<file path="config.mk">
export PLATFORM = sky130hd
export DESIGN_NAME = seven_segment_frame_builder
export DESIGN_NICKNAME = d
export VERILOG_FILES = /design/src/rtl/core/ssfb_pkg.sv /design/src/rtl/core/ssfb_fifo.sv /design/src/rtl/core/ssfb_front.sv /design/src/rtl/core/ssfb_digits.sv /design/src/rtl/core/ssfb_emit.sv /design/src/rtl/core/seven_segment_frame_builder.sv
export SDC_FILE = /design/constraint.sdc
export NUM_CORES = 1
export LEC_CHECK = 0
export BUFFER_PORTS_ARGS = -buffer_cell sky130_fd_sc_hd__buf_4
export CORE_ASPECT_RATIO = 0.5
export CORE_MARGIN = 2
export CORE_UTILIZATION = 55
export CTS_CLUSTER_SIZE = 25
export DETAILED_ROUTE_END_ITERATION = 8
export HOLD_SLACK_MARGIN = 0.02
export PLACE_DENSITY = 0.71
export SLEW_MARGIN = 25
export SYNTH_ARGS = -nofsm -noshare
export SYNTH_HDL_FRONTEND = slang
export SYNTH_SLANG_ARGS = --single-unit
</file>
<file path="constraint.sdc">
create_clock -name clock -period 5.9 [get_ports clock]
set_input_delay 0.885 -clock clock [delete_from_list [all_inputs] [get_ports clock]]
set_output_delay 0.885 -clock clock [all_outputs]
set_load 0.02 [all_outputs]
</file>
<file path="src/rtl/core/ssfb_pkg.sv">
`default_nettype none

package ssfb_pkg;

   localparam logic [7:0] CMD_DATA = 8'h40;
   localparam logic [7:0] CMD_ADDR = 8'hC0;
   localparam logic [7:0] CMD_CTRL = 8'h80;

   localparam logic [1:0] MODE_NUMBER = 2'd0;
   localparam logic [1:0] MODE_TIME   = 2'd1;
   localparam logic [1:0] MODE_TICK   = 2'd2;

   localparam logic [1:0] REG_BRIGHTNESS   = 2'd0;
   localparam logic [1:0] REG_DISPLAY_ON   = 2'd1;
   localparam logic [1:0] REG_BLINK_ENABLE = 2'd2;
   localparam logic [1:0] REG_DOT_SEGMENTS = 2'd3;

   localparam int RAW_W = 14;

   localparam logic [2:0] TICK_POSITION   = 3'd4;
   localparam logic [2:0] HOUR_COUNT      = 3'd4;
   localparam logic [2:0] HOUR_POSITION   = 3'd0;
   localparam logic [2:0] MINUTE_COUNT    = 3'd2;
   localparam logic [2:0] MINUTE_POSITION = 3'd2;
   localparam logic [7:0] NOTHING_SHOWN   = 8'hFF;
   localparam logic [7:0] DOTS_RESET      = 8'h80;

   typedef struct packed {
      logic       tick;
      logic [7:0] dots;
      logic       lead_zero;
      logic [2:0] count;
      logic [2:0] position;
      logic [7:0] tick_seg;
   } job_type;

   typedef struct packed {
      logic [7:0] bus_byte;
      logic       start_before;
      logic       stop_after;
      logic       last;
   } rsp_type;

   function automatic logic [7:0] seg_of(input logic [3:0] digit);
      logic [7:0] seg;
      case (digit)
         4'd0: seg = 8'h3F;
         4'd1: seg = 8'h06;
         4'd2: seg = 8'h5B;
         4'd3: seg = 8'h4F;
         4'd4: seg = 8'h66;
         4'd5: seg = 8'h6D;
         4'd6: seg = 8'h7D;
         4'd7: seg = 8'h07;
         4'd8: seg = 8'h7F;
         4'd9: seg = 8'h6F;
         default: seg = 8'h00;
      endcase
      return seg;
   endfunction

   function automatic longint unsigned pow10(input int n);
      longint unsigned r;
      r = 64'd1;
      for (int i = 0; i < n; i++) begin
         r = r * 64'd10;
      end
      return r;
   endfunction

   function automatic int value_width(input int n);
      return $clog2(pow10(n));
   endfunction

endpackage

`default_nettype wire

</file>
<file path="src/rtl/core/ssfb_fifo.sv">
`default_nettype none

module ssfb_fifo #(
   parameter int WIDTH = 8,
   parameter int DEPTH = 2
) (
   input  wire logic             clock,
   input  wire logic             reset,
   input  wire logic             push,
   input  wire logic [WIDTH-1:0] wdata,
   output logic                  full,
   input  wire logic             pop,
   output logic      [WIDTH-1:0] rdata,
   output logic                  empty
);

   localparam int PW = (DEPTH > 1) ? $clog2(DEPTH) : 1;
   localparam int CW = $clog2(DEPTH + 1);

   logic [WIDTH-1:0] entry_ff [DEPTH];
   logic [PW-1:0]    wr_ff, wr_in, rd_ff, rd_in;
   logic [CW-1:0]    count_ff, count_in;
   logic             do_push, do_pop;

   assign full    = (count_ff == CW'(DEPTH));
   assign empty   = (count_ff == '0);
   assign do_push = push && !full;
   assign do_pop  = pop && !empty;
   assign rdata   = entry_ff[rd_ff];

   always_comb begin
      wr_in    = wr_ff;
      rd_in    = rd_ff;
      count_in = count_ff + CW'(do_push) - CW'(do_pop);
      if (do_push) begin
         wr_in = (wr_ff == PW'(DEPTH - 1)) ? '0 : wr_ff + PW'(1);
      end
      if (do_pop) begin
         rd_in = (rd_ff == PW'(DEPTH - 1)) ? '0 : rd_ff + PW'(1);
      end
   end

   always_ff @(posedge clock) begin
      if (reset) begin
         wr_ff    <= '0;
         rd_ff    <= '0;
         count_ff <= '0;
      end else begin
         wr_ff    <= wr_in;
         rd_ff    <= rd_in;
         count_ff <= count_in;
      end
   end

   always_ff @(posedge clock) begin
      if (do_push) begin
         entry_ff[wr_ff] <= wdata;
      end
   end

endmodule

`default_nettype wire

</file>
<file path="src/rtl/core/ssfb_front.sv">
`default_nettype none

module ssfb_front
   import ssfb_pkg::*;
#(
   parameter int DIGIT_POSITIONS = 4,
   parameter int VW              = 14
) (
   input  wire logic          clock,
   input  wire logic          reset,
   input  wire logic          req_push,
   output logic               req_full,
   input  wire logic [1:0]    req_mode,
   input  wire logic [13:0]   req_number,
   input  wire logic [7:0]    req_dots,
   input  wire logic          req_leading_zero,
   input  wire logic [2:0]    req_digit_count,
   input  wire logic [2:0]    req_position,
   input  wire logic [6:0]    req_hours,
   input  wire logic [6:0]    req_minutes,
   input  wire logic          blink_enable,
   input  wire logic [7:0]    dot_segments,
   output logic               job_push,
   output job_type            job_data,
   output logic      [VW-1:0] job_value,
   input  wire logic          job_full
);

   localparam longint unsigned LIMIT = pow10(DIGIT_POSITIONS);
   localparam int CW = (VW > RAW_W) ? VW : RAW_W;
   localparam logic [CW-1:0] MAXV = CW'(LIMIT - 64'd1);

   logic [7:0]       shown_hour_ff, shown_hour_in;
   logic [7:0]       shown_minute_ff, shown_minute_in;
   logic             dots_lit_ff, dots_lit_in;
   logic             accept, has_job;
   logic [RAW_W-1:0] hours_x100, time_raw, raw;
   logic [CW-1:0]    raw_ext, sat;

   assign accept     = req_push && !job_full;
   assign req_full   = job_full;
   assign hours_x100 = RAW_W'(req_hours) * RAW_W'(100);
   assign time_raw   = hours_x100 + RAW_W'(req_minutes);
   assign raw_ext    = CW'(raw);
   assign sat        = (raw_ext > MAXV) ? MAXV : raw_ext;
   assign job_value  = VW'(sat);
   assign job_push   = accept && has_job;

   always_comb begin
      has_job         = 1'b0;
      job_data        = '0;
      raw             = req_number;
      shown_hour_in   = shown_hour_ff;
      shown_minute_in = shown_minute_ff;
      dots_lit_in     = dots_lit_ff;
      case (req_mode)
         MODE_NUMBER: begin
            has_job            = 1'b1;
            job_data.dots      = req_dots;
            job_data.lead_zero = req_leading_zero;
            job_data.count     = req_digit_count;
            job_data.position  = req_position;
         end
         MODE_TIME: begin
            if ({1'b0, req_hours} != shown_hour_ff) begin
               has_job           = 1'b1;
               raw               = time_raw;
               job_data.count    = HOUR_COUNT;
               job_data.position = HOUR_POSITION;
               if (accept) begin
                  shown_hour_in   = {1'b0, req_hours};
                  shown_minute_in = {1'b0, req_minutes};
               end
            end else if ({1'b0, req_minutes} != shown_minute_ff) begin
               has_job            = 1'b1;
               raw                = RAW_W'(req_minutes);
               job_data.lead_zero = 1'b1;
               job_data.count     = MINUTE_COUNT;
               job_data.position  = MINUTE_POSITION;
               if (accept) begin
                  shown_minute_in = {1'b0, req_minutes};
               end
            end
         end
         MODE_TICK: begin
            if (blink_enable) begin
               has_job           = 1'b1;
               job_data.tick     = 1'b1;
               job_data.count    = 3'd1;
               job_data.position = TICK_POSITION;
               job_data.tick_seg = dots_lit_ff ? dot_segments : 8'h00;
               if (accept) begin
                  dots_lit_in = !dots_lit_ff;
               end
            end
         end
         default: begin
         end
      endcase
   end

   always_ff @(posedge clock) begin
      if (reset) begin
         shown_hour_ff   <= NOTHING_SHOWN;
         shown_minute_ff <= NOTHING_SHOWN;
         dots_lit_ff     <= 1'b0;
      end else begin
         shown_hour_ff   <= shown_hour_in;
         shown_minute_ff <= shown_minute_in;
         dots_lit_ff     <= dots_lit_in;
      end
   end

endmodule

`default_nettype wire

</file>
<file path="src/rtl/core/ssfb_digits.sv">
`default_nettype none

module ssfb_digits
   import ssfb_pkg::*;
#(
   parameter int DIGIT_POSITIONS = 4,
   parameter int VW              = 14
) (
   input  wire logic          clock,
   input  wire logic          reset,
   input  wire logic          job_empty,
   input  wire job_type       job_data,
   input  wire logic [VW-1:0] job_value,
   output logic               job_pop,
   output logic               out_valid,
   output job_type            out_job,
   output logic      [3:0]    out_digits [DIGIT_POSITIONS],
   input  wire logic          out_take
);

   localparam int SW = $clog2(DIGIT_POSITIONS + 1);
   localparam int S  = VW + 3;
   localparam longint unsigned RECIP = ((64'd1 << S) + 64'd9) / 64'd10;
   localparam int PW = VW + S;

   typedef enum logic [1:0] {C_IDLE, C_RUN, C_DONE} conv_state_type;

   conv_state_type state_ff, state_in;
   logic [SW-1:0]  step_ff, step_in;
   logic [VW-1:0]  quo_ff, quo_in;
   logic [3:0]     prev_ff, prev_in;
   job_type        job_ff, job_in;
   logic [3:0]     digit_ff [DIGIT_POSITIONS];
   logic [PW-1:0]  prod;
   logic [3:0]     ten_q, new_digit;
   logic           shift;

   assign prod      = PW'(quo_ff) * PW'(RECIP);
   assign ten_q     = {quo_ff[0], 3'b000} + {quo_ff[2:0], 1'b0};
   assign new_digit = prev_ff - ten_q;
   assign out_valid = (state_ff == C_DONE);
   assign out_job   = job_ff;
   assign out_digits = digit_ff;

   always_comb begin
      state_in = state_ff;
      step_in  = step_ff;
      quo_in   = quo_ff;
      prev_in  = prev_ff;
      job_in   = job_ff;
      job_pop  = 1'b0;
      shift    = 1'b0;
      case (state_ff)
         C_IDLE: begin
            if (!job_empty) begin
               job_pop  = 1'b1;
               job_in   = job_data;
               quo_in   = job_value;
               step_in  = '0;
               state_in = job_data.tick ? C_DONE : C_RUN;
            end
         end
         C_RUN: begin
            quo_in  = prod[S +: VW];
            prev_in = quo_ff[3:0];
            step_in = step_ff + SW'(1);
            shift   = (step_ff != '0);
            if (step_ff == SW'(DIGIT_POSITIONS)) begin
               state_in = C_DONE;
            end
         end
         C_DONE: begin
            if (out_take) begin
               state_in = C_IDLE;
            end
         end
         default: state_in = C_IDLE;
      endcase
   end

   always_ff @(posedge clock) begin
      if (reset) begin
         state_ff <= C_IDLE;
      end else begin
         state_ff <= state_in;
      end
      step_ff <= step_in;
      quo_ff  <= quo_in;
      prev_ff <= prev_in;
      job_ff  <= job_in;
   end

   always_ff @(posedge clock) begin
      if (shift) begin
         digit_ff[0] <= new_digit;
         for (int i = 1; i < DIGIT_POSITIONS; i++) begin
            digit_ff[i] <= digit_ff[i-1];
         end
      end
   end

endmodule

`default_nettype wire

</file>
<file path="src/rtl/core/ssfb_emit.sv">
`default_nettype none

module ssfb_emit
   import ssfb_pkg::*;
#(
   parameter int DIGIT_POSITIONS = 4
) (
   input  wire logic       clock,
   input  wire logic       reset,
   input  wire logic       conv_valid,
   input  wire job_type    conv_job,
   input  wire logic [3:0] conv_digits [DIGIT_POSITIONS],
   output logic            conv_take,
   input  wire logic [2:0] brightness_level,
   input  wire logic       display_on,
   output logic            out_push,
   output rsp_type         out_data,
   input  wire logic       out_full
);

   localparam int LW = $clog2(DIGIT_POSITIONS + 1);
   localparam int IW = (DIGIT_POSITIONS > 1) ? $clog2(DIGIT_POSITIONS) : 1;

   typedef enum logic [2:0] {E_IDLE, E_DATA, E_ADDR, E_SEG, E_CTRL} emit_state_type;

   emit_state_type state_ff, state_in;
   logic [7:0]     segs_ff [DIGIT_POSITIONS];
   logic [7:0]     seg_load [DIGIT_POSITIONS];
   logic [LW-1:0]  rem_ff, rem_in, len;
   logic [IW-1:0]  sp_ff, sp_in;
   logic [2:0]     pos_ff, pos_in;
   logic           tick_ff, tick_in;
   logic [7:0]     tick_seg_ff, tick_seg_in;
   logic           seen, nonzero, blank;

   always_comb begin
      seen    = 1'b0;
      nonzero = 1'b0;
      blank   = 1'b0;
      for (int k = 0; k < DIGIT_POSITIONS; k++) begin
         nonzero = (conv_digits[k] != 4'd0);
         blank = !conv_job.lead_zero && !nonzero && !seen && (k != DIGIT_POSITIONS - 1);
         seen = seen | nonzero;
         seg_load[k] = (blank ? 8'h00 : seg_of(conv_digits[k])) | {conv_job.dots[7-k], 7'd0};
      end
   end

   always_comb begin
      if (int'(conv_job.count) > DIGIT_POSITIONS) begin
         len = LW'(DIGIT_POSITIONS);
      end else begin
         len = LW'(conv_job.count);
      end
   end

   always_comb begin
      state_in    = state_ff;
      rem_in      = rem_ff;
      sp_in       = sp_ff;
      pos_in      = pos_ff;
      tick_in     = tick_ff;
      tick_seg_in = tick_seg_ff;
      conv_take   = 1'b0;
      out_push    = 1'b0;
      out_data    = '0;
      case (state_ff)
         E_IDLE: begin
            if (conv_valid) begin
               conv_take   = 1'b1;
               tick_in     = conv_job.tick;
               tick_seg_in = conv_job.tick_seg;
               pos_in      = conv_job.position;
               if (conv_job.tick) begin
                  rem_in = LW'(1);
                  sp_in  = '0;
               end else begin
                  rem_in = len;
                  sp_in  = IW'(DIGIT_POSITIONS - int'(len));
               end
               state_in = E_DATA;
            end
         end
         E_DATA: begin
            out_push              = !out_full;
            out_data.bus_byte     = CMD_DATA;
            out_data.start_before = 1'b1;
            out_data.stop_after   = 1'b1;
            if (!out_full) begin
               state_in = E_ADDR;
            end
         end
         E_ADDR: begin
            out_push              = !out_full;
            out_data.bus_byte     = CMD_ADDR + {5'd0, pos_ff};
            out_data.start_before = 1'b1;
            out_data.stop_after   = (rem_ff == '0);
            if (!out_full) begin
               state_in = (rem_ff == '0) ? E_CTRL : E_SEG;
            end
         end
         E_SEG: begin
            out_push            = !out_full;
            out_data.bus_byte   = tick_ff ? tick_seg_ff : segs_ff[sp_ff];
            out_data.stop_after = (rem_ff == LW'(1));
            if (!out_full) begin
               rem_in = rem_ff - LW'(1);
               sp_in  = sp_ff + IW'(1);
               if (rem_ff == LW'(1)) begin
                  state_in = E_CTRL;
               end
            end
         end
         E_CTRL: begin
            out_push              = !out_full;
            out_data.bus_byte     = CMD_CTRL + {4'd0, display_on, brightness_level};
            out_data.start_before = 1'b1;
            out_data.stop_after   = 1'b1;
            out_data.last         = 1'b1;
            if (!out_full) begin
               state_in = E_IDLE;
            end
         end
         default: state_in = E_IDLE;
      endcase
   end

   always_ff @(posedge clock) begin
      if (reset) begin
         state_ff <= E_IDLE;
      end else begin
         state_ff <= state_in;
      end
      rem_ff      <= rem_in;
      sp_ff       <= sp_in;
      pos_ff      <= pos_in;
      tick_ff     <= tick_in;
      tick_seg_ff <= tick_seg_in;
   end

   always_ff @(posedge clock) begin
      if (conv_take) begin
         segs_ff <= seg_load;
      end
   end

endmodule

`default_nettype wire

</file>
<file path="src/rtl/core/seven_segment_frame_builder.sv">
// Builds the command byte stream of a multi-digit seven-segment controller.
// Requests enter through a queue-style port: a transaction is taken when
// req_push is high and req_full is low. Each request yields zero to
// DIGIT_POSITIONS + 3 bytes on the rsp_ side, which also looks like a queue:
// the oldest byte is shown while rsp_empty is low and leaves on rsp_pop.
// Registers are written over the csr_ port, which is always ready.
// A request is classified combinationally and, if it yields bytes, written into
// the job queue. The digit unit peels one decimal digit per cycle with a
// reciprocal multiply and takes a new job only once the byte emitter has taken
// its previous result, so it converts the next request while bytes are sent.
// When the receiver stalls, the output queue fills, the emitter and digit unit
// hold, and req_full rises once the request queue is full; nothing is lost.
// Reset empties all queues, forgets the shown time, clears the dot phase and
// returns the registers to their reset values.
`default_nettype none

module seven_segment_frame_builder
   import ssfb_pkg::*;
#(
   parameter int DIGIT_POSITIONS = 4
) (
   input  wire logic        clock,
   input  wire logic        reset,
   input  wire logic        req_push,
   output logic             req_full,
   input  wire logic [1:0]  req_mode,
   input  wire logic [13:0] req_number,
   input  wire logic [7:0]  req_dots,
   input  wire logic        req_leading_zero,
   input  wire logic [2:0]  req_digit_count,
   input  wire logic [2:0]  req_position,
   input  wire logic [6:0]  req_hours,
   input  wire logic [6:0]  req_minutes,
   output logic             rsp_empty,
   input  wire logic        rsp_pop,
   output logic [7:0]       rsp_bus_byte,
   output logic             rsp_start_before,
   output logic             rsp_stop_after,
   output logic             rsp_last,
   input  wire logic        csr_psel,
   input  wire logic        csr_penable,
   input  wire logic        csr_pwrite,
   input  wire logic [3:0]  csr_paddr,
   input  wire logic [31:0] csr_pwdata,
   output logic [31:0]      csr_prdata,
   output logic             csr_pready
);

   localparam int VW = value_width(DIGIT_POSITIONS);
   localparam int JB = $bits(job_type);
   localparam int JW = JB + VW;
   localparam int RB = $bits(rsp_type);

   logic [2:0]    brightness_ff, brightness_in;
   logic          display_on_ff, display_on_in;
   logic          blink_enable_ff, blink_enable_in;
   logic [7:0]    dot_segments_ff, dot_segments_in;
   logic          csr_write;

   logic          job_push, job_full, job_pop, job_empty;
   job_type       job_wr, job_rd;
   logic [VW-1:0] job_wr_value;
   logic [JW-1:0] job_rdata;

   logic          conv_valid, conv_take;
   job_type       conv_job;
   logic [3:0]    conv_digits [DIGIT_POSITIONS];

   logic          out_push, out_full;
   rsp_type       out_data, out_rd;
   logic [RB-1:0] out_rdata;

   assign csr_pready = 1'b1;
   assign csr_write  = csr_psel && csr_penable && csr_pwrite;

   always_comb begin
      brightness_in   = brightness_ff;
      display_on_in   = display_on_ff;
      blink_enable_in = blink_enable_ff;
      dot_segments_in = dot_segments_ff;
      if (csr_write) begin
         case (csr_paddr[3:2])
            REG_BRIGHTNESS:   brightness_in   = csr_pwdata[2:0];
            REG_DISPLAY_ON:   display_on_in   = csr_pwdata[0];
            REG_BLINK_ENABLE: blink_enable_in = csr_pwdata[0];
            REG_DOT_SEGMENTS: dot_segments_in = csr_pwdata[7:0];
            default: begin
            end
         endcase
      end
   end

   always_comb begin
      case (csr_paddr[3:2])
         REG_BRIGHTNESS:   csr_prdata = {29'd0, brightness_ff};
         REG_DISPLAY_ON:   csr_prdata = {31'd0, display_on_ff};
         REG_BLINK_ENABLE: csr_prdata = {31'd0, blink_enable_ff};
         REG_DOT_SEGMENTS: csr_prdata = {24'd0, dot_segments_ff};
         default:          csr_prdata = '0;
      endcase
   end

   always_ff @(posedge clock) begin
      if (reset) begin
         brightness_ff   <= '0;
         display_on_ff   <= 1'b0;
         blink_enable_ff <= 1'b1;
         dot_segments_ff <= DOTS_RESET;
      end else begin
         brightness_ff   <= brightness_in;
         display_on_ff   <= display_on_in;
         blink_enable_ff <= blink_enable_in;
         dot_segments_ff <= dot_segments_in;
      end
   end

   ssfb_front #(
      .DIGIT_POSITIONS (DIGIT_POSITIONS),
      .VW              (VW)
   ) u_front (
      .clock            (clock),
      .reset            (reset),
      .req_push         (req_push),
      .req_full         (req_full),
      .req_mode         (req_mode),
      .req_number       (req_number),
      .req_dots         (req_dots),
      .req_leading_zero (req_leading_zero),
      .req_digit_count  (req_digit_count),
      .req_position     (req_position),
      .req_hours        (req_hours),
      .req_minutes      (req_minutes),
      .blink_enable     (blink_enable_ff),
      .dot_segments     (dot_segments_ff),
      .job_push         (job_push),
      .job_data         (job_wr),
      .job_value        (job_wr_value),
      .job_full         (job_full)
   );

   ssfb_fifo #(
      .WIDTH (JW),
      .DEPTH (2)
   ) u_job_queue (
      .clock (clock),
      .reset (reset),
      .push  (job_push),
      .wdata ({job_wr, job_wr_value}),
      .full  (job_full),
      .pop   (job_pop),
      .rdata (job_rdata),
      .empty (job_empty)
   );

   assign job_rd = job_type'(job_rdata[JW-1 -: JB]);

   ssfb_digits #(
      .DIGIT_POSITIONS (DIGIT_POSITIONS),
      .VW              (VW)
   ) u_digits (
      .clock      (clock),
      .reset      (reset),
      .job_empty  (job_empty),
      .job_data   (job_rd),
      .job_value  (job_rdata[VW-1:0]),
      .job_pop    (job_pop),
      .out_valid  (conv_valid),
      .out_job    (conv_job),
      .out_digits (conv_digits),
      .out_take   (conv_take)
   );

   ssfb_emit #(
      .DIGIT_POSITIONS (DIGIT_POSITIONS)
   ) u_emit (
      .clock            (clock),
      .reset            (reset),
      .conv_valid       (conv_valid),
      .conv_job         (conv_job),
      .conv_digits      (conv_digits),
      .conv_take        (conv_take),
      .brightness_level (brightness_ff),
      .display_on       (display_on_ff),
      .out_push         (out_push),
      .out_data         (out_data),
      .out_full         (out_full)
   );

   ssfb_fifo #(
      .WIDTH (RB),
      .DEPTH (2)
   ) u_out_queue (
      .clock (clock),
      .reset (reset),
      .push  (out_push),
      .wdata (out_data),
      .full  (out_full),
      .pop   (rsp_pop),
      .rdata (out_rdata),
      .empty (rsp_empty)
   );

   assign out_rd           = rsp_type'(out_rdata);
   assign rsp_bus_byte     = out_rd.bus_byte;
   assign rsp_start_before = out_rd.start_before;
   assign rsp_stop_after   = out_rd.stop_after;
   assign rsp_last         = out_rd.last;

`ifndef SYNTHESIS
   a_reset_empties: assert property (@(posedge clock) reset |=> rsp_empty)
      else $error("Output queue not empty after reset.");

   a_last_is_ctrl: assert property (@(posedge clock) disable iff (reset)
      !rsp_empty && rsp_last |-> rsp_bus_byte[7:4] == CMD_CTRL[7:4])
      else $error("The final byte of a transaction is not a control command.");

   a_open_is_addr: assert property (@(posedge clock) disable iff (reset)
      out_push && out_data.start_before && !out_data.stop_after
      |-> out_data.bus_byte[7:3] == CMD_ADDR[7:3])
      else $error("An open frame does not start with an address command.");
`endif

endmodule

`default_nettype wire

</file>
After elaboration in Yosys (flattened, before gate mapping)
Memories as Yosys holds them, arrays and structs flattened. A register that Yosys moved wholly into a read port is not among the register bits. Index checks and enable logic that the tools add are counted.

Output and inout port bits: 46. Bits in writable memories: 98. Register bits: 153. Memories kept: 6. Word-level logic and storage cells: 232. Bits in read-only memories: 448. Input bits: 88.

Memory list: (name not given) (depth 16, width 7, rd ports 1, clocked after Yosys merged registers in 1, write ports 0, line ssfb_pkg.sv:46) `case (digit)`; (name not given) (depth 16, width 7, rd ports 1, clocked after Yosys merged registers in 1, write ports 0, line ssfb_pkg.sv:46); (name not given) (depth 16, width 7, rd ports 1, clocked after Yosys merged registers in 1, write ports 0, line ssfb_pkg.sv:46); (name not given) (depth 16, width 7, rd ports 1, clocked after Yosys merged registers in 1, write ports 0, line ssfb_pkg.sv:46); u_job_queue.entry_ff (depth 2, width 38, rd ports 1, clocked after Yosys merged registers in 1, write ports 1, line ssfb_fifo.sv:20) `logic [WIDTH-1:0] entry_ff [DEPTH];`; u_out_queue.entry_ff (depth 2, width 11, rd ports 1, clocked after Yosys merged registers in 1, write ports 1, line ssfb_fifo.sv:20).

Bitwise gates (word level): 7. $mul: 2. Mux-type cells: 81. Magnitude comparators: 3. Reduce and logical (&&, ||, !) cells: 53. Equality and inequality tests: 26. Add/subtract/negate cells: 17.

Operators with widths (number): $pmux 32 s4 (1); $mux 8 (12); $mux 14 (5); $mux 3 (12); $or 8x8->8 (4); $pmux 8 s4 (1); $pmux 14 s2 (1); $mul 14x12->26 const B (1); $mux 1 (25); $pmux 6 s3 (1); $bmux 8 s2 (1); $mux 4 (4); $ne 7x8->1 (2); $reduce_and 2->1 (8); $pmux 3 s5 (1); $add 14x7->14 (1); $gt 14x14->1 const B (1); $mux 2 (7); $logic_and 1x1->1 (13); $eq 2x2->1 const B (6); $mul 7x5->12 const B (1); $mux 12 (1); $ne 2x2->1 const B (6); $pmux 3 s2 (2); 38 further kinds (72).

Depth between registers and ports, before layout
Gate-level depths: netlist of run 1.

Depth in word-level cells: 8. Depth in mapped cells: 18. Depth with buffers taken out: 18.

Cells and area by module
A second synthesis of run 1 with hierarchy kept.

Cell total of the unflattened synthesis: 1323. Area total of the unflattened synthesis: 15660.0 um^2.

By module, submodules not included: ssfb_digits (area an instance 5460.2 um^2, cells an instance 471, sequential area each 1871.8 um^2, instances 1); ssfb_emit (area an instance 3130.5 um^2, cells an instance 268, sequential area each 1531.5 um^2, instances 1); ssfb_fifo at u_job_queue (area an instance 2976.6 um^2, cells an instance 145, sequential area each 2382.3 um^2, instances 1); ssfb_front (area an instance 2210.9 um^2, cells an instance 274, sequential area each 340.3 um^2, instances 1); ssfb_fifo at u_out_queue (area an instance 1023.5 um^2, cells an instance 61, sequential area each 760.7 um^2, instances 1); seven_segment_frame_builder (area an instance 858.3 um^2, cells an instance 104, sequential area each 260.2 um^2, instances 1).

Worst setup path after synthesis of run 1
Ideal clock, no wire load.

Kind: reg-to-reg. Start point: reg u_digits.quo_ff[5]. End point: reg u_digits.quo_ff[6] (data pin). Buffers on the path: 0. Arrival time: 4.740 ns. Library setup time: 0.276 ns. Clock period less this slack: 5.017 ns. Stages on the path, launching flop included: 17. Setup slack: 0.883 ns. Path through: edfxtp_1 ha_1 inv_1 fa_1 fa_1 inv_1 fa_1 fa_1 ha_1 a2111oi_0 o21ai_0 a41oi_1 nor2b_1 a2111oi_0 or2_2 xnor2_1 a21oi_1.

Longest elaborated chain between the ends: 2.

Ends and longest elaborated chain: from (decl) (line ssfb_digits.sv:30) `logic [VW-1:0] quo_ff, quo_in;`; from (signal assigned) (line ssfb_digits.sv:88) `quo_ff <= quo_in;`; $mul 14x12->26 (line ssfb_digits.sv:38) `assign prod = PW'(quo_ff) * PW'(RECIP);`; $pmux 14 s2 (line ssfb_digits.sv:53) `case (state_ff)`; net u_digits.quo_in[6] (line ssfb_digits.sv:30).

The timed path passes the listed nets, and every way through them passes these cells. A chain may end at the register's enable or synchronous reset.

Worst setup path after layout of run 1
Start point: reg u_digits.quo_ff[6]. End point: reg u_digits.quo_ff[4] (data pin).

The elaborated chain is that of the path after synthesis.

==> impl_results.md, run 1 <==
- Status: completed
- Layout area overhead: 11.7%
- Req. time, crit path: 6160 ps
- Post-synth EDFFs: 196
- Via-to-Cell Ratio: about 5.5
- Largest buffer count on any clock path: 3
- R2R setup slack: 430 ps
- Largest net degree at the start of global routing: 38
- Worst-path clk slew: 70 ps
- DR WL/cell: 17.1 um
- Max_slew headroom: 0.364
- Fmax: 0.183 GHz
- Initial core utilization: 0.560
- Final Util: 0.625
- Vias in the first global route: 9799
- Final-report hold violation count: 0
- Reg-to-reg startpoint: u_digits.quo_ff[6]
- Post-DP HPWL: 23.2 mm
- Met3 wire len: 1.12 mm
- 1st-iter DRT viols: ~540
- Total gr overflow: 0
- Die X: approximately 240 um
- Period minus WS final: roughly 5500 ps
- RSZ-0062 raised after global routing: no
- Sum of routed wire length over all layers: between 30 and 40 mm
- IO Pins: 134
- Met1 wire length: 13.9 mm
- Most frequent cells in the layout: edfxtp_1 (196), ha_1 (161), inv_1 (118), buf_4 (86), nor2_1 (74)
- # rows: 43
- Met2 wire length: 14.7 mm
- CP Max Fanout: 5
- Gr usage total: 0.208
- CTS buffer count: 25
- ANT nets after route: 0
- # DRC: 0
- TNS Setup: 0 ps
- Layout cells sized above 1: 0.138
- Final nets: 1676
- Chip height: between 100 and 150 um
- IO Port Bufs: 78
- Yosys warning total: 0
- Hold path start: u_emit.seg_load[5]
- Global-route wire length before repair: roughly 49 mm
- Core area: 0.0278 mm^2
- DIE AREA: 0.0297 mm^2
- # H-tree levels: 1
- Worst Reg-to-Reg Cells: 16
- CTS tree: done
- Post-synthesis sequential area ratio: 0.473
- Asr flop ratio synth: 0
- Vias: 9763
- Main synth FF type: edfxtp_1
- Cells after Synth: 1294
- Crit start category: flop
- Worst Hold Endpoint: u_emit.segs_ff[5]
- Final clock skew: 15.3 ps
- Crit Path Class: flop to flop
- Fin crit share: 0.927
- Iteration count of the initial detailed-routing pass: 5
- Gpl congestion: 0.876
- CTS sink cnt: 269
- Number of library cell types mapped by synthesis: 67
- Clk Latency, worst-skew pair: ~550 ps
- Measured slew at the worst slew-check pin: roughly 950 ps
- CTS Hold Bufs: 0
- Root Buffer: clkbuf_16
- Hold crit path type: flop to flop
- Setup violators final: 0
- Highest routed layer: met4
- Syn Area/Cell: 12.0 um^2
- Critical path arrival: ~5700 ps
- Slew Viols, Final: 0
- Filler cells: ~2200
- Most common cell after layout, fill and taps aside: edfxtp_1
- Number of synthesized register bits: 269
- Reg2Reg Capture Point: u_digits.quo_ff[4]
- Crit. End Element: flop
- Initial antenna violation count: 2
- Hold depth: 0
- Cell area after synthesis: 0.0155 mm^2
- Max Cap Viol: 0
kinds of logic after synthesis:
group | Yosys count | share of synthesized area
xor gates and xnor gates | 59 | 0.0333
adders and majority gates | 212 | 0.195
DFF | 269 | 0.473
AOI/OAI and AO/OA | 191 | 0.0800
and+or+nand+nor | 278 | 0.0898
other | 2 | 0.000483
buffers and inverters | 176 | 0.0490
muxes | 107 | 0.0793
per-layer routing:
metal,GRT usage,vias to the layer above
li1,-,4733
met1,0.281,4809
met2,0.360,176
met3,0.0278,45
met4,0.0517,0
met5,0,-
state kept, by name (all words and copies together) (netlist names), 4 cells and up, named ones only:
register                 cells
dot_segments_ff              8
u_digits.out_digits         16
u_digits.out_job            20
u_digits.prev_ff             4
u_digits.quo_ff             14
u_emit.seg_load              7
u_emit.segs_ff              32
u_emit.tick_seg_ff           8
u_front.shown_hour_ff        8
u_front.shown_minute_ff      8
u_job_queue.entry_ff        68
u_out_queue.entry_ff        22
repair_timing:
action                     in CTS  in global routing
setup endpoints to repair       0                  6
gates resized for setup         0                  4
buffers inserted                0                  0
worst max-delay path, cell delays in order, from the launching register on:
cell and delay (ps):
edfxtp_1 500, ha_1 390, inv_1 80, fa_1 510, fa_1 540, inv_1 60
fa_1 520, fa_1 490, ha_1 320, a2111oi_1 400, o21ai_0 190, a41oi_2 270
o211ai_1 250, a21oi_1 280, nor2b_1 80, o31ai_1 220, a21oi_1 100
final cells by class:
class	instances	area, um^2	share of cell area
Sequential cell	269	7350	0.423
Clock inverter	12	153	0.00879
Inverter	120	450	0.0259
Antenna cell	2	5.00	0.000288
Timing Repair Buffer	88	688	0.0396
Multi-Input combinational cell	872	7560	0.435
Tap cell	382	478	0.0275
Clock buffer	34	679	0.0391
stage by stage:
stage	hold WS (ps)	cells	cell area (um^2)	setup slack (ps)
after floorplan	386	1317	15600	883
after global placement	390	1729	16500	195
after detailed placement	401	1731	16500	162
after CTS	404	1777	17300	134
after global routing	407	1779	17400	51.8
final	405	1779	17400	432
worst max-delay path by stage:
stage                        from                 end  cells past startpoint
3_3_place_gp   u_digits.quo_ff[6]  u_digits.quo_ff[6]                     16
5_1_grt        u_digits.quo_ff[6]  u_digits.quo_ff[4]                     16
4_1_cts        u_digits.quo_ff[6]  u_digits.quo_ff[6]                     16
6_report       u_digits.quo_ff[6]  u_digits.quo_ff[4]                     16
3_5_place_dp   u_digits.quo_ff[6]  u_digits.quo_ff[6]                     16
2_1_floorplan  u_digits.quo_ff[5]  u_digits.quo_ff[6]                     16
Yosys cell counts (11+ instances only):
master | count | area (um^2)
and2_1 | 21 | 131
xor2_1 | 20 | 175
nor2b_1 | 34 | 213
dfxtp_1 | 73 | 1460
o22ai_1 | 11 | 68.8
mux2_2 | 39 | 439
buf_4 | 25 | 188
o21ai_0 | 45 | 225
clkbuf_1 | 21 | 78.8
a21oi_1 | 38 | 190
mux2i_1 | 59 | 591
a21o_1 | 15 | 113
nor3_1 | 14 | 70.1
a211oi_1 | 13 | 97.6
nand2_1 | 60 | 225
nand2b_1 | 16 | 100
xnor2_1 | 39 | 342
edfxtp_1 | 196 | 5890
inv_1 | 118 | 443
fa_1 | 51 | 1020
ha_1 | 161 | 2010
nor2_1 | 75 | 282
nand3_1 | 12 | 60.1
and3_1 | 16 | 100
Power of run 1 is not shown: default switching activity piles up to over one toggle a cycle in this logic, so the estimate is an artifact.
==> run 2: changes to the inputs <==
--- a/config.mk
+++ b/config.mk
@@ -6,13 +6,15 @@
 export NUM_CORES = 1
 export LEC_CHECK = 0
 export BUFFER_PORTS_ARGS = -buffer_cell sky130_fd_sc_hd__buf_4
+export CELL_PAD_IN_SITES_DETAIL_PLACEMENT = 1
+export CELL_PAD_IN_SITES_GLOBAL_PLACEMENT = 1
 export CORE_ASPECT_RATIO = 0.5
 export CORE_MARGIN = 2
-export CORE_UTILIZATION = 55
+export CORE_UTILIZATION = 49
 export CTS_CLUSTER_SIZE = 25
 export DETAILED_ROUTE_END_ITERATION = 8
 export HOLD_SLACK_MARGIN = 0.02
-export PLACE_DENSITY = 0.71
+export PLACE_DENSITY = 0.77
 export SLEW_MARGIN = 25
 export SYNTH_ARGS = -nofsm -noshare
 export SYNTH_HDL_FRONTEND = slang
==> impl_results.md, run 2 (synthesized netlist as in run 1, its figures left out) <==
- Die X: 256 um (+5.8%)
- DR WL/cell: 20.1 um (+18%)
- DP Worst Slack: 32.2 ps (-130 ps)
- Most frequent cells in the layout: edfxtp_1 (196), ha_1 (161), inv_1 (118), buf_4 (89), nor2_1 (74)
- CTS tree: done
- Measured slew at the worst slew-check pin: 906 ps (-45.1 ps)
- Crit Path Class: flop to flop
- IO Pins: 134 (unchanged)
- Core area: 0.0314 mm^2 (+13%)
- Gpl congestion: 0.884 (+0.92%)
- IO Port Bufs: 78 (unchanged)
- Max Cap Viol: 0 (unchanged)
- Clk Latency, worst-skew pair: 540 ps (about the same)
- Chip height: 130 um (+5.8%)
- Most frequent CP cell: fa_1
- Post-DP HPWL: 27.7 mm (+20%)
- 1st-iter DRT viols: 533 (-0.37%)
- CTS sink cnt: 269 (unchanged)
- Fin crit share: 0.935 (+0.00837)
- Vias: 10000 (+2.6%)
- Met2 wire length: 18.1 mm (+23%)
- # DRC: 0 (unchanged)
- Critical path arrival: 5790 ps (+70 ps)
- # H-tree levels: 1 (unchanged)
- Worst Reg-to-Reg Cells: 16 (unchanged)
- Via-to-Cell Ratio: 5.47 (-0.30%)
- Layout area overhead: 12.9%
- TNS Setup: 0 ps (unchanged)
- Hold crit path type: flop to flop
- Final nets: 1679 (+0.18%)
- Highest routed layer: met4
- Total gr overflow: 0 (unchanged)
- CTS Hold Bufs: 0 (unchanged)
- Met3 wire len: 1.44 mm (+29%)
- Slowest stage cell on the critical path: fa_1
- # rows: 46 (+7.0%)
- Biggest registers after layout: u_job_queue.entry_ff: 68 flops, u_emit.segs_ff: 32 flops, u_out_queue.entry_ff: 22 flops
- Gr usage total: 0.221 (+0.0134)
- Crit start category: flop
- Iteration count of the initial detailed-routing pass: 7 (+2)
- DIE AREA: 0.0332 mm^2 (+12%)
- Period minus WS final: 5520 ps (+49.4 ps)
- Largest net degree at the start of global routing: 38 (unchanged)
- Final-report hold violation count: 0 (unchanged)
- Max reg flops: 68 (unchanged)
- Max_slew headroom: 0.378 (+0.0141)
- RSZ-0062 raised after global routing: no
- Global-route wire length before repair: 58.0 mm (+18%)
- WHS: 406 ps (+1.32 ps)
- Slew Viols, Final: 0 (unchanged)
- ANT nets after route: 0 (unchanged)
- Register area: 0.00735 mm^2 (unchanged)
- Sum of routed wire length over all layers: 36.8 mm (+21%)
- Met1 wire length: 16.5 mm (+19%)
- Layout cells sized above 1: 0.145 (+0.00686)
- Vias in the first global route: 10800 (+10%)
- Status: completed
- Area of the multi-input gates: 0.00756 mm^2 (about the same)
- Filler cells: 3252 (+50%)
- Final clock skew: 19.3 ps (+4.00 ps)
- Fin worst setup slack: 383 ps (-49.4 ps)
- Most common cell after layout, fill and taps aside: edfxtp_1
- Hold depth: 0 (unchanged)
- Root Buffer: clkbuf_16
- Worst-path clk slew: 70 ps (about the same)
- Setup violators final: 0 (unchanged)
- Largest buffer count on any clock path: 3 (unchanged)
- CP Max Fanout: 4 (-1)
- Largest stage delay, worst path: 570 ps (+30 ps)
- Crit. End Element: flop
- Largest Register: u_job_queue.entry_ff
- Fmax: 0.181 GHz (-0.89%)
- CTS buffer count: 25 (unchanged)
- Final Util: 0.558 (-0.0672)
- Req. time, crit path: 6170 ps (about the same)
- Initial core utilization: 0.494 (-0.0653)
- Initial antenna violation count: 1 (-1)
- CP Cell Sequence: ha_1 > inv_1 > fa_1 > fa_1 > inv_1 > fa_1 > fa_1 > ha_1 > a2111oi_1 > o21ai_0 > a41oi_2 > nor2b_1 > a2111oi_1 > o31ai_1 > xnor2_1 > o21ai_0
[run 2: cell types whose count changed in the layout (fill, tap and decap cells not counted), moves of 2 or more]
cell	before	now
bufinv_16	2	4
inv_8	2	0
inv_6	0	2
buf_4	86	89
clkbuf_1	7	2
clkbuf_8	2	6
[run 2: timing repair]
action / in CTS / in global routing
endpoints found under the hold margin: 0 / 0
setup buffers: 0 / 3
gates resized for setup: 0 / 3
setup endpoints to repair: 0 / 8
[run 2: worst max-delay path: cells and delay by family (launching register included)]
family	cells	cell delay (ps)
AO/OA/AOI/OAI	6	1520
XOR/XNOR	1	190
buffers and inverters	2	140
flip-flops	1	460
adder cells (fa/ha/maj)	6	2780
AND/OR/NAND/NOR	1	150
[run 2: final timing paths]
check,startpoint,to,slack [ps]
max,u_digits.quo_ff[6],u_digits.quo_ff[7],380
min,u_emit.seg_load[6],u_emit.segs_ff[6],410
max reg2reg,u_digits.quo_ff[6],u_digits.quo_ff[7],380
min reg2reg,u_emit.seg_load[6],u_emit.segs_ff[6],410
[run 2: layout make-up]
type                    instances  share of cell area
multi-input cells             872               0.431
inverters                     120              0.0257
repair buffers                 91              0.0405
diodes                          1            0.000143
well taps                     432              0.0308
clock inverters                12              0.0106
clock buffers                  34              0.0422
flip-flops and latches        269               0.419
[run 2: per-layer routing]
| layer | vias up | GRT usage |
|---|---|---|
| met5 | - | 0 |
| met4 | 0 | 0.0499 |
| met3 | 56 | 0.0359 |
| met2 | 177 | 0.400 |
| met1 | 5051 | 0.284 |
| li1 | 4734 | - |
[run 2: per-stage QoR]
step	instances	cell area, um^2
global placement	1779	16500
detailed placement	1781	16600
finish	1831	17500
floorplan	1317	15600
global route	1830	17500
CTS	1827	17500
Power of run 2 is left out for the same reason.
==> run 3: changes to the inputs <==
--- a/config.mk
+++ b/config.mk
@@ -10,11 +10,11 @@
 export CELL_PAD_IN_SITES_GLOBAL_PLACEMENT = 1
 export CORE_ASPECT_RATIO = 0.5
 export CORE_MARGIN = 2
-export CORE_UTILIZATION = 49
+export CORE_UTILIZATION = 40
 export CTS_CLUSTER_SIZE = 25
 export DETAILED_ROUTE_END_ITERATION = 8
 export HOLD_SLACK_MARGIN = 0.02
-export PLACE_DENSITY = 0.77
+export PLACE_DENSITY = 0.65
 export SLEW_MARGIN = 25
 export SYNTH_ARGS = -nofsm -noshare
 export SYNTH_HDL_FRONTEND = slang
==> impl_results.md, run 3 (synthesized netlist as in run 1, its figures left out) <==
- Status: completed
- CTS buffer count: 26 (+4.0%)
- Filler cells: 4041 (+24%)
- Iteration count of the initial detailed-routing pass: 4 (-3)
- Core area: 0.0378 mm^2 (+20%)
- # H-tree levels: 1 (unchanged)
- Crit start category: flop
- ANT nets after route: 0 (unchanged)
- Gr usage total: 0.180 (-0.0418)
- # rows: 50 (+8.7%)
- # DRC: 0 (unchanged)
- WHS: 404 ps (-1.60 ps)
- Critical path arrival: 5850 ps (+60 ps)
- TNS Setup: 0 ps (unchanged)
- Clk Latency, worst-skew pair: 540 ps (about the same)
- Largest buffer count on any clock path: 3 (unchanged)
- Max reg flops: 68 (unchanged)
- Final nets: 1677 (-0.12%)
- Post-CTS Setup Repair Bufs: 0 (unchanged)
- Most common cell after layout, fill and taps aside: edfxtp_1
- Die X: 283 um (+11%)
- Root Buffer: clkbuf_16
- 1st-iter DRT viols: 500 (-6.2%)
- RSZ-0062 raised after global routing: no
- Largest Register: u_job_queue.entry_ff
- Initial core utilization: 0.411 (-0.0839)
- ANT cells: 0 (-1)
- Worst-path clk slew: 60 ps (about the same)
- CP Max Fanout: 5 (+1)
- Slew Viols, Final: 0 (unchanged)
- Setup violators final: 0 (unchanged)
- Initial antenna violation count: 2 (+1)
- Max Cap Viol: 0 (unchanged)
- Req. time, crit path: 6130 ps (-40 ps)
- Largest net degree at the start of global routing: 45 (+18%)
- Global-route wire length before repair: 56.8 mm (-2.0%)
- Measured slew at the worst slew-check pin: 961 ps (+55.0 ps)
- Total gr overflow: 0 (unchanged)
- Vias: 9760 (-2.6%)
- Fin crit share: 0.953 (+0.0177)
- Most frequent cells in the layout: edfxtp_1 (196), ha_1 (161), inv_1 (118), buf_4 (88), nor2_1 (74)
- Vias in the first global route: 10500 (-2.5%)
- Layout area overhead: 12.5%
- CTS sink cnt: 269 (unchanged)
- Sum of routed wire length over all layers: 35.5 mm (-3.5%)
- CTS tree: done
- Final-report hold violation count: 0 (unchanged)
- Area of the multi-input gates: 0.00756 mm^2 (about the same)
- DR WL/cell: 18.5 um (-7.8%)
- Final clock skew: 14.6 ps (-4.72 ps)
- Post-DP HPWL: 27.5 mm (-0.82%)
- Hold crit path type: flop to flop
- IO Port Bufs: 78 (unchanged)
- Biggest registers after layout: u_job_queue.entry_ff: 68 flops, u_emit.segs_ff: 32 flops, u_out_queue.entry_ff: 22 flops
- Via-to-Cell Ratio: 5.09 (-6.9%)
- DIE AREA: 0.0405 mm^2 (+22%)
- Crit. End Element: flop
- Period minus WS final: 5620 ps (+104 ps)
- Crit Path Class: flop to flop
- Register area: 0.00735 mm^2 (unchanged)
- Fmax: 0.178 GHz (-1.9%)
- Max_slew headroom: 0.357 (-0.0217)
- Gpl congestion: 0.868 (-1.8%)
- Layout cells sized above 1: 0.137 (-0.00839)
- IO Pins: 134 (unchanged)
- Chip height: 143 um (+10%)
run 3: cell types whose count changed in the layout (fill, tap and decap cells not counted), moves of 2 or more:
cell,previous run,this run
clkinv_1,1,3
clkinv_2,3,1
a2111oi_1,2,0
clkbuf_8,6,1
bufinv_16,4,1
clkbuf_1,2,10
run 3: per-layer routing:
layer  track usage  wire length, um  vias up
met5             0                0        -
met4        0.0320              460        0
met3        0.0234             1150       34
met2         0.297            16500      117
met1         0.255            17400     4882
li1              -                -     4727
run 3: critical path: stages, from the launching register on:
cell	delay [ps]
edfxtp_1	520
ha_1	380
inv_1	80
fa_1	520
fa_1	550
inv_1	60
fa_1	500
fa_1	490
ha_1	320
a2111oi_0	450
o21ai_0	230
a41oi_2	300
nor2b_1	170
a21oi_1	290
nor2b_1	200
xor2_1	150
a21oi_1	110
run 3: layout make-up:
class,instances,area share
Clock inverter,9,0.00494
Sequential cell,269,0.420
Tap cell,520,0.0372
Multi-Input combinational cell,872,0.432
Clock buffer,38,0.0416
Timing Repair Buffer,88,0.0378
Inverter,120,0.0258
run 3: timing repair:
item                       CTS  global route
setup endpoints to repair    0             4
hold buffers                 0             0
resized for setup            0             3
run 3: path summary, 6_finish.rpt:
| path | start | end | slack [ps] | cells after the start |
|---|---|---|---|---|
| max | u_digits.quo_ff[6] | u_digits.quo_ff[5] | 280 | 16 |
| min | u_emit.seg_load[2] | u_emit.segs_ff[2] | 400 | 0 |
| max reg2reg | u_digits.quo_ff[6] | u_digits.quo_ff[5] | 280 | 16 |
| min reg2reg | u_emit.seg_load[2] | u_emit.segs_ff[2] | 400 | 0 |
run 3: per-stage QoR:
stage	area, um^2	setup WS [ps]	util	instances
after floorplan	15600	883	-	1317
after detailed placement	16700	77.8	0.440	1869
after global routing	17500	62.2	0.462	1916
final	17500	279	0.462	1916
after global placement	16700	106	0.440	1869
after CTS	17500	23.0	0.461	1916
Power of run 3 is left out for the same reason.
